===== src/rtl/core/mctt_pkg.sv =====
// ----------------------------------------------------------------------------
// mctt_pkg
// Shared constants and types for the MIDI clock tempo tracker.
// ----------------------------------------------------------------------------
package mctt_pkg;

  localparam int OP_W      = 8;
  localparam int TS_W      = 32;
  localparam int THR_W     = 24;
  localparam int TICK_W    = 32;
  localparam int ENTRY_W   = 32;
  localparam int SUM_W     = 36;
  localparam int DUR_W     = 37;
  localparam int FRAC_W    = 8;
  localparam int KIND_W    = 2;

  localparam int WINDOW_LEN_DEF = 24;

  localparam logic [OP_W-1:0] OP_START = 8'hFA;
  localparam logic [OP_W-1:0] OP_CLOCK = 8'hF8;
  localparam logic [OP_W-1:0] OP_STOP  = 8'hFC;

  localparam logic [KIND_W-1:0] EV_START  = 2'd0;
  localparam logic [KIND_W-1:0] EV_STOP   = 2'd1;
  localparam logic [KIND_W-1:0] EV_UPDATE = 2'd2;

  localparam logic [THR_W-1:0] THRESH_RESET = 24'd4000000;

  // divider status seen by the sequencer
  typedef struct packed {
    logic busy;
    logic done;
  } div_stat_t;

endpackage


===== src/rtl/core/midi_clock_tempo_tracker_core.sv =====
// ----------------------------------------------------------------------------
// midi_clock_tempo_tracker_core
// MIDI real-time byte tracker: beat timing, windowed tempo average, events.
// ----------------------------------------------------------------------------
// Events: an accepted start or stop goes to the emit state, which registers
// its beat on out_valid once the output is free; a tempo update runs delta,
// check, 32-step divider, update, emit. No new byte is taken until the
// sequencer is back in idle; the serial divider scales each beat by the fill
// count. A first or stalled clock skips the divider. Reset: synchronous, clears
// the sequencer, counters, sum and the window's per-entry valid bits; threshold returns to 4000000 us.
module midi_clock_tempo_tracker_core #(
  parameter int WINDOW_LEN = mctt_pkg::WINDOW_LEN_DEF
) (
  input  logic                          clk,
  input  logic                          rst,
  input  logic                          cfg_write,
  input  logic [mctt_pkg::THR_W-1:0]    cfg_data,
  input  logic                          in_valid,
  output logic                          in_stall,
  input  logic [mctt_pkg::OP_W-1:0]     op,
  input  logic [mctt_pkg::TS_W-1:0]     timestamp_us,
  output logic                          out_valid,
  input  logic                          out_stall,
  output logic [mctt_pkg::KIND_W-1:0]   event_kind,
  output logic [mctt_pkg::TICK_W-1:0]   tick_count,
  output logic [mctt_pkg::SUM_W-1:0]    beat_period
);
  import mctt_pkg::*;

  localparam int POS_W  = (WINDOW_LEN > 1) ? $clog2(WINDOW_LEN) : 1;
  localparam int FILL_W = $clog2(WINDOW_LEN + 1);
  localparam logic [POS_W-1:0]  POS_LAST = POS_W'(WINDOW_LEN - 1);
  localparam logic [FILL_W-1:0] FILL_MAX = FILL_W'(WINDOW_LEN);

  localparam logic [2:0] S_IDLE = 3'd0;
  localparam logic [2:0] S_CHK  = 3'd1;
  localparam logic [2:0] S_DIV  = 3'd2;
  localparam logic [2:0] S_UPD  = 3'd3;
  localparam logic [2:0] S_EMIT = 3'd4;

  logic [2:0]            state;
  logic [THR_W-1:0]      stall_threshold_us;
  logic [TICK_W-1:0]     tick_counter;
  logic                  last_time_valid;
  logic [TS_W-1:0]       last_time;
  logic [TS_W-1:0]       delta;
  logic [ENTRY_W-1:0]    window [WINDOW_LEN];
  logic [WINDOW_LEN-1:0] window_valid;
  logic [POS_W-1:0]      write_position;
  logic [FILL_W-1:0]     fill_count;
  logic [SUM_W-1:0]      running_sum;
  logic [KIND_W-1:0]     kind;

  logic                  accept;
  logic [DUR_W-1:0]      dur;
  logic [FILL_W-1:0]     fill_next;
  logic                  div_start;
  logic [ENTRY_W-1:0]    div_q;
  div_stat_t             div_stat;
  logic [ENTRY_W-1:0]    old_entry;
  logic                  emit_ok;

  assign in_stall = (state != S_IDLE);
  assign accept   = in_valid && !in_stall;
  assign emit_ok  = !out_valid || !out_stall;

  always_comb begin
    dur       = DUR_W'({delta, 4'b0}) + DUR_W'({delta, 3'b0});
    fill_next = (fill_count == FILL_MAX) ? fill_count : fill_count + 1'b1;
    div_start = (state == S_CHK) && (dur <= DUR_W'(stall_threshold_us));
  end

  mctt_div #(
    .DIVIDEND_W (ENTRY_W),
    .DIVISOR_W  (FILL_W)
  ) u_div (
    .clk      (clk),
    .rst      (rst),
    .start    (div_start),
    .dividend ({dur[THR_W-1:0], {FRAC_W{1'b0}}}),
    .divisor  (fill_next),
    .quotient (div_q),
    .stat     (div_stat)
  );

  always_ff @(posedge clk) begin
    if (rst) begin
      stall_threshold_us <= THRESH_RESET;
    end else if (cfg_write) begin
      stall_threshold_us <= cfg_data;
    end
  end

  always_ff @(posedge clk) begin
    if (rst) begin
      state           <= S_IDLE;
      tick_counter    <= '0;
      last_time_valid <= 1'b0;
      last_time       <= '0;
      window_valid    <= '0;
      write_position  <= '0;
      fill_count      <= '0;
      running_sum     <= '0;
      out_valid       <= 1'b0;
    end else begin
      if (out_valid && !out_stall && (state != S_EMIT)) begin
        out_valid <= 1'b0;
      end
      unique case (state)
        S_IDLE: begin
          if (accept) begin
            priority if (op == OP_START) begin
              tick_counter <= '1;
              kind         <= EV_START;
              state        <= S_EMIT;
            end else if (op == OP_STOP) begin
              kind  <= EV_STOP;
              state <= S_EMIT;
            end else if (op == OP_CLOCK) begin
              // every clock re-records its time; only a later one measures
              last_time_valid <= 1'b1;
              last_time       <= timestamp_us;
              delta           <= timestamp_us - last_time;
              if (last_time_valid) begin
                state <= S_CHK;
              end
            end else begin
              // drop any other byte
            end
          end
        end
        S_CHK: begin
          if (div_start) begin
            fill_count <= fill_next;
            old_entry  <= window_valid[write_position] ? window[write_position] : '0;
            state      <= S_DIV;
          end else begin
            state <= S_IDLE;
          end
        end
        S_DIV: begin
          if (div_stat.done) begin
            state <= S_UPD;
          end
        end
        S_UPD: begin
          running_sum <= running_sum + SUM_W'(div_q) - SUM_W'(old_entry);
          window[write_position]       <= div_q;
          window_valid[write_position] <= 1'b1;
          write_position <= (write_position == POS_LAST) ? '0 : write_position + 1'b1;
          tick_counter   <= tick_counter + 1'b1;
          kind           <= EV_UPDATE;
          state          <= S_EMIT;
        end
        S_EMIT: begin
          // hold until the output register is free
          if (emit_ok) begin
            out_valid  <= 1'b1;
            event_kind <= kind;
            if (kind == EV_UPDATE) begin
              tick_count  <= tick_counter;
              beat_period <= running_sum;
            end else begin
              tick_count  <= '0;
              beat_period <= '0;
            end
            state <= S_IDLE;
          end
        end
        default: begin
          state <= S_IDLE;
        end
      endcase
    end
  end

  a_fill_bound: assert property (@(posedge clk) disable iff (rst)
    fill_count <= FILL_MAX)
    else $error("fill count beyond window length");

  a_pos_bound: assert property (@(posedge clk) disable iff (rst)
    write_position <= POS_LAST)
    else $error("write position beyond window");

  a_div_done: assert property (@(posedge clk) disable iff (rst)
    (state == S_DIV && div_stat.done) |=> (state == S_UPD))
    else $error("divider result not consumed");

  a_div_idle: assert property (@(posedge clk) disable iff (rst)
    (state == S_IDLE || state == S_EMIT) |-> !div_stat.busy)
    else $error("divider busy outside divide phase");

  a_emit_src: assert property (@(posedge clk) disable iff (rst)
    $rose(out_valid) |-> ($past(state) == S_EMIT))
    else $error("beat emitted outside emit state");

endmodule


===== src/rtl/core/mctt_div.sv =====
// ----------------------------------------------------------------------------
// mctt_div
// Restoring serial divider, one quotient bit per cycle.
// ----------------------------------------------------------------------------
module mctt_div #(
  parameter int DIVIDEND_W = mctt_pkg::ENTRY_W,
  parameter int DIVISOR_W  = 5
) (
  input  logic                  clk,
  input  logic                  rst,
  input  logic                  start,
  input  logic [DIVIDEND_W-1:0] dividend,
  input  logic [DIVISOR_W-1:0]  divisor,
  output logic [DIVIDEND_W-1:0] quotient,
  output mctt_pkg::div_stat_t   stat
);
  import mctt_pkg::*;

  localparam int CNT_W = (DIVIDEND_W > 1) ? $clog2(DIVIDEND_W) : 1;
  localparam logic [CNT_W-1:0] LAST = CNT_W'(DIVIDEND_W - 1);

  logic [DIVIDEND_W-1:0] acc;
  logic [DIVISOR_W-1:0]  rem;
  logic [DIVISOR_W-1:0]  dvs;
  logic [CNT_W-1:0]      cnt;
  logic                  busy;
  logic                  done;

  logic [DIVISOR_W:0]    trial;
  logic [DIVISOR_W:0]    diff;
  logic                  fits;

  always_comb begin
    trial = {rem, acc[DIVIDEND_W-1]};
    diff  = trial - {1'b0, dvs};
    fits  = (trial >= {1'b0, dvs});
  end

  always_ff @(posedge clk) begin
    if (rst) begin
      busy <= 1'b0;
      done <= 1'b0;
    end else begin
      done <= 1'b0;
      if (start) begin
        busy <= 1'b1;
      end else if (busy && (cnt == LAST)) begin
        busy <= 1'b0;
        done <= 1'b1;
      end
    end
  end

  always_ff @(posedge clk) begin
    if (start) begin
      acc <= dividend;
      rem <= '0;
      dvs <= divisor;
      cnt <= '0;
    end else if (busy) begin
      cnt <= cnt + 1'b1;
      if (fits) begin
        rem <= diff[DIVISOR_W-1:0];
        acc <= {acc[DIVIDEND_W-2:0], 1'b1};
      end else begin
        rem <= trial[DIVISOR_W-1:0];
        acc <= {acc[DIVIDEND_W-2:0], 1'b0};
      end
    end
  end

  assign quotient  = acc;
  assign stat.busy = busy;
  assign stat.done = done;

endmodule


===== config.mk =====
export PLATFORM = sky130hd
export DESIGN_NAME = midi_clock_tempo_tracker_core
export DESIGN_NICKNAME = d
export VERILOG_FILES = /design/src/rtl/core/mctt_pkg.sv /design/src/rtl/core/midi_clock_tempo_tracker_core.sv /design/src/rtl/core/mctt_div.sv
export SDC_FILE = /design/constraint.sdc
export NUM_CORES = 2
export LEC_CHECK = 0
export BUFFER_PORTS_ARGS = -buffer_cell sky130_fd_sc_hd__buf_2
export CAP_MARGIN = 10
export CORE_MARGIN = 3
export CORE_UTILIZATION = 45
export CTS_CLUSTER_SIZE = 12
export DETAILED_ROUTE_END_ITERATION = 16
export PLACE_DENSITY = 0.59
export SLEW_MARGIN = 15
export SYNTH_ARGS = -nofsm -noshare
export SYNTH_HDL_FRONTEND = slang
export SYNTH_SLANG_ARGS = --single-unit

===== constraint.sdc =====
create_clock -name clk -period 7.49 [get_ports clk]
set_input_delay 0.3745 -clock clk [delete_from_list [all_inputs] [get_ports clk]]
set_output_delay 0.3745 -clock clk [all_outputs]
set_load 0.01 [all_outputs]

* Word level (Yosys, flattened, before mapping) *
Memory sizes are Yosys's and may differ from the RTL's. A register that Yosys moved wholly into a read port is not among the register bits.
Cells that the tools add are included.

word-level totals
  bits in registers = 316
  bits in latches = 0
  memory bits (writable) = 768
  bits in read-only memories = 0
  output and inout bits = 72
  logic and storage cells = 119
  memories kept = 1

memory list
  memory  depth  bits a word  read ports  clocked after Yosys merged registers in  write ports  line                                 source
  window  24     32           1           1                                        1            midi_clock_tempo_tracker_core.sv:47  logic [ENTRY_W-1:0] window [WINDOW_LEN];

operators by class
  add/subtract/negate cells = 9
  multiply operators = 0
  div/mod/pow operators = 0
  order comparisons = 4
  equality and inequality tests = 19
  shifts and indexed selects = 0
  muxes and demuxes = 35
  bitwise logic cells = 4
  reduce and logical (&&, ||, !) cells = 25

operator list
  cell                     number
  $mux W32                 4
  $pmux W32 S2             1
  $add A36 B35 Y37         1
  $le A37 B24 Y1           1
  $add A36 B32 Y36         1
  $sub A36 B32 Y36         1
  $add A32 B1 Y32 const B  1
  $sub A32 B32 Y32         1
  $eq A8 B8 Y1 const B     3
  $or A24 B24 Y24          1
  $mux W3                  7
  $add A5 B1 Y5 const B    3
  $eq A5 B5 Y1 const B     3
  $mux W5                  3
  $pmux W3 S5              1
  $mux W1                  12
  $reduce_and A5 Y1        2
  $reduce_and A3 Y1        3
  $mux W2                  4
  $ne A4 B4 Y1 const B     2
  $eq A3 B2 Y1 const B     2
  $ge A6 B5 Y1             1
  $logic_and A1 B1 Y1      6
  $lt A5 B6 Y1 const B     1
  other kinds (21)         31

* Depth between registers and ports, before layout *
  depth after elaboration = 6
  gate-level depth with buffers = 23
  mapped depth without buffers = 21

* By module *
A second synthesis with hierarchy kept.

unflattened totals
  cells, all modules = 3387
  area total of the unflattened synthesis = 49512.5 µm²

modules (own cells, without submodules)
  module                         times used  cells each  area an instance (µm²)  seq. area each (µm²)
  midi_clock_tempo_tracker_core  1           3224        47269.1                 30409.2
  mctt_div                       1           163         2243.4                  1351.3

* Worst setup path after synthesis *
OpenSTA, ideal clock, no wires.

  kind = input to register
  start = input port rst
  end = register beat_period[0] in the netlist's numbering, enable pin
  library setup time = 0.599 ns
  arrival = 5.928 ns
  path slack = 0.963 ns
  stages = 3
  buffers on the path = 2
  cell sequence = clkbuf_1 -> buf_1 -> nor3b_1

between the ends
  longest elaborated chain between the ends = 2

RTL lines
  item                         line                                  source
  start, declared              midi_clock_tempo_tracker_core.sv:15   input logic rst,
  $not A1 Y1 (no line)         n/a
  $reduce_and A3 Y1 (no line)  n/a
  end signal, assigned         midi_clock_tempo_tracker_core.sv:162  beat_period <= running_sum;
  end, declared                midi_clock_tempo_tracker_core.sv:26   output logic [mctt_pkg::SUM_W-1:0] beat_period

Every way passes these cells.
A chain may end at the register's enable or synchronous reset.

* Final worst setup path *
  start = register delta[1]
  end = register old_entry[0], enable pin

between the ends
  longest elaborated chain between the ends = 4

RTL lines
  item                         line                                  source
  start, declared              midi_clock_tempo_tracker_core.sv:46   logic [TS_W-1:0] delta;
  start signal, assigned       midi_clock_tempo_tracker_core.sv:123  delta <= timestamp_us - last_time;
  $add A36 B35 Y37             midi_clock_tempo_tracker_core.sv:68   dur = DUR_W'({delta, 4'b0}) + DUR_W'({delta, 3'b0});
  $le A37 B24 Y1               midi_clock_tempo_tracker_core.sv:70   div_start = (state == S_CHK) && (dur <= DUR_W'(stall_threshold_us));
  $logic_and A1 B1 Y1          midi_clock_tempo_tracker_core.sv:70
  named net div_start          midi_clock_tempo_tracker_core.sv:57   logic div_start;
  $reduce_and A3 Y1 (no line)  n/a
  end signal, assigned         midi_clock_tempo_tracker_core.sv:135  old_entry <= window_valid[write_position] ? window[write_position] : '0;
  end, declared                midi_clock_tempo_tracker_core.sv:60   logic [ENTRY_W-1:0] old_entry;

The timed path passes the listed nets, and every way through them passes these cells.

==> qor.yml <==
floorplan:
  die_w_um: 335
  die-area_um2: 112000
  ios: 141
  start_util_pct: 45.4
  die_h_um: 335
  coreArea_um2: 107000
  rows: 120
sta:
  worst_slew_pin_slew_ns: 1.15
  hold_viol_final: 0
  maxClockFrequency_mhz: 162
  relSlewSlack_pct: 23.3
  setup_viol: 0
  finalClockSkew_ns: 0.0213
  finalSetupTns_ns: 0
  post-route-period-util_pct: 82.2
  fin_crit_ns: 6.15
  grt_setup_unrepaired: "false"
  slew_viol_final: 0
detailed_routing:
  drt_first_pass_iters: 5
  drc: 0
  drt-total-wl_um: 119000
  drtAntennaViolNets: 0
  drt_iter0_drc: 2401
  wire_per_inst_um: 23.7
  vias: 28400
  vias_per_cell: 5.65
status:
  status: "finished, final reports clean"
logic_synthesis:
  synth_edf_count: 933
  synth_common_cells: "edfxtp_1, nand2_1, inv_1"
  syn_area_um2: 48700
  synth_area_per_cell_um2: 14.7
  async_reset_ff_share_pct: 0
  yosysWarningCount: 0
  synth_nets: 3556
  ys_ff_latch: 1116
  netlist_instances: 3317
  synth_top_area_share_pct: 57.5
  ys.flop_type: "edfxtp_1"
  ys_types: 80
  ys_top_cells_by_area: "edfxtp_1, mux4_2, dfxtp_1"
  yosysSeqAreaShare_pct: 65.1
  synth_most_common_cell: "edfxtp_1"
  yosysTopAreaCell: "edfxtp_1"
job:
  max_cap_viol_count: 0
clock_tree:
  cts.clk_slew.worst_paths_ns: 0.06
  htree_num_levels: 3
  tritoncts: "yes"
  clock_path_buffers: 3
  post_cts_buffers: 0
  clock-sinks: 1116
  cts_root_buffer: "clkbuf_16"
  numCtsBuffers: 113
  insertion_delay_ns: 0.69
critical_path:
  cp_data_arrival_time_ns: 6.45
  path_cells: "ha_1, fa_1, a211oi_1, o211a_1, or3b_1, a311oi_1, nand2b_1, a31oi_1, xnor2_1, ha_1, a21o_1, a21oi_1, o21ai_0, a2111oi_0, a21o_1, nand4bb_1, nor3_1, nand4_1, nor4b_1, buf_4, and2_2"
  worstSetupStartpointType: "register"
  crit_slowest_cell: "and2_2"
  cp.required_ns: 7.79
  worstPathMaxFanout: 32
  path_class: "reg2reg"
  r2r-start: "delta[1]$_DFFE_PP_"
  max_stage_delay_ns: 0.71
  startpoint: "delta[1]$_DFFE_PP_"
  crit_path_end_kind: "register"
placed_design:
  gp_congestion: 0.845
  dpl.hpwl_um: 73500
  port_buffers: 140
grt:
  grtUsageTotal_pct: 21.3
  grt_max_degree: 117
  overflow: 0
  grt_pass1_vias: 28600
  antenna_found_initial: 3
  grt_pass1_wl_um: 180000
layout:
  antennaDiodeCount: 0
  nNetsFinal: 3777
  syn_to_final_growth_pct: 13.8
  drive_gt1_share_pct: 17.5
power_and_ir_drop:
  power_density_nw_per_um2: 223
  ir_drop_mv: 0.217
  power_leakage_nw: 19.0
  p_total_mw: 12.4
worst_hold_path:
  hold_path.startpoint: "op[1]"
  worst_hold_path_type: "in2reg"
[report_power, final]
part	internal [mW]	switching [mW]	total [mW]
sequential	6.66	0.0197	6.68
clock	3.15	2.30	5.45
combinational	0.107	0.128	0.235
[cell usage in the layout (no fill, tap or decap), drive strengths merged, types with 41 or more instances in the layout]
master and count:
dfxtp 183, a31oi 50, a21oi 192, ha 135, nor2 147, a21o 79, xnor2 78, a22oi 64
dlygate4sd3 57, mux4 198, xor2 41, edfxtp 933, buf 200, o21ai 78, inv 223, nand2 279
clkbuf 183, and2 77, nand3 43
[stage by stage]
step | instance area, um2 | instances | hold slack [ns] | util [%] | worst slack, ns
floorplan | 48700 | 3317 | 0.418 | - | 0.963
global placement | 51300 | 4769 | 0.430 | 47.8 | 1.44
detailed placement | 51300 | 4769 | 0.437 | 47.8 | 1.37
CTS | 55400 | 5036 | 0.0367 | 51.7 | 1.31
global route | 55400 | 5036 | 0.0986 | 51.7 | 0.708
finish | 55400 | 5036 | 0.0869 | 51.7 | 1.34
[final timing paths]
check	endpoint	slack (ns)	cells past startpoint
max reg2reg	old_entry[0]$_SDFFCE_PN0P_	1.34	21
min	kind[0]$_SDFFCE_PP0P_	0.09	2
max	old_entry[0]$_SDFFCE_PN0P_	1.34	21
min reg2reg	window_valid[2]$_SDFFE_PP0P_	0.45	1
[kinds of logic (layout without fill, tap and decap cells)]
logic type	Yosys count	count (layout)	share of synthesized area (%)
flip-flops	1116	1116	65.1
buffers and inverters	373	689	2.91
multiplexers	266	266	10.6
adder cells (fa/ha/maj)	170	170	4.91
AO/OA/AOI/OAI	578	578	7.58
XOR/XNOR	119	119	2.14
AND/OR/NAND/NOR	695	695	6.77
[timing repair]
action | in CTS | in global routing
endpoints found under the hold margin | 57 | 0
hold buffers | 57 | 0
gates resized for setup | 0 | 0
[registers in the layout, indices dropped and copies added (netlist names), 24 cells and up]
register and flops:
tick_count 32, old_entry 32, last_time 32, window 768, window_valid 24, u_div.quotient 32
beat_period 36, tick_counter 32, delta 32, running_sum 36, stall_threshold_us 24
[critical path: cells and delay by family (launching register included)]
family | cells | cell delay (ns)
AO/OA/AOI/OAI | 9 | 2.06
AND/OR/NAND/NOR | 7 | 1.83
adder cells (fa/ha/maj) | 3 | 0.98
flip-flops | 1 | 0.44
buffers and inverters | 1 | 0.20
XOR/XNOR | 1 | 0.19
[metal layers]
metal | share of wire [%] | up-vias | global-route usage [%] | wire length, um
met3 | 5.1 | 134 | 2.61 | 6030
li1 | - | 13000 | - | -
met1 | 45 | 14600 | 31.0 | 54200
met4 | 2.1 | 0 | 4.91 | 2490
met2 | 47 | 776 | 34.5 | 56400
met5 | 0 | - | 0 | 0
[area by class of cell]
class / instances / area [um2]
Sequential cell: 1116 / 31700
Clock inverter: 27 / 267
Fill cell: 9027 / 51800
Timing Repair Buffer: 257 / 1760
Clock buffer: 183 / 3280
Inverter: 222 / 833
Multi-Input combinational cell: 1828 / 15800
Tap cell: 1403 / 1760
Note: power is estimated with default switching activity, not from simulation.
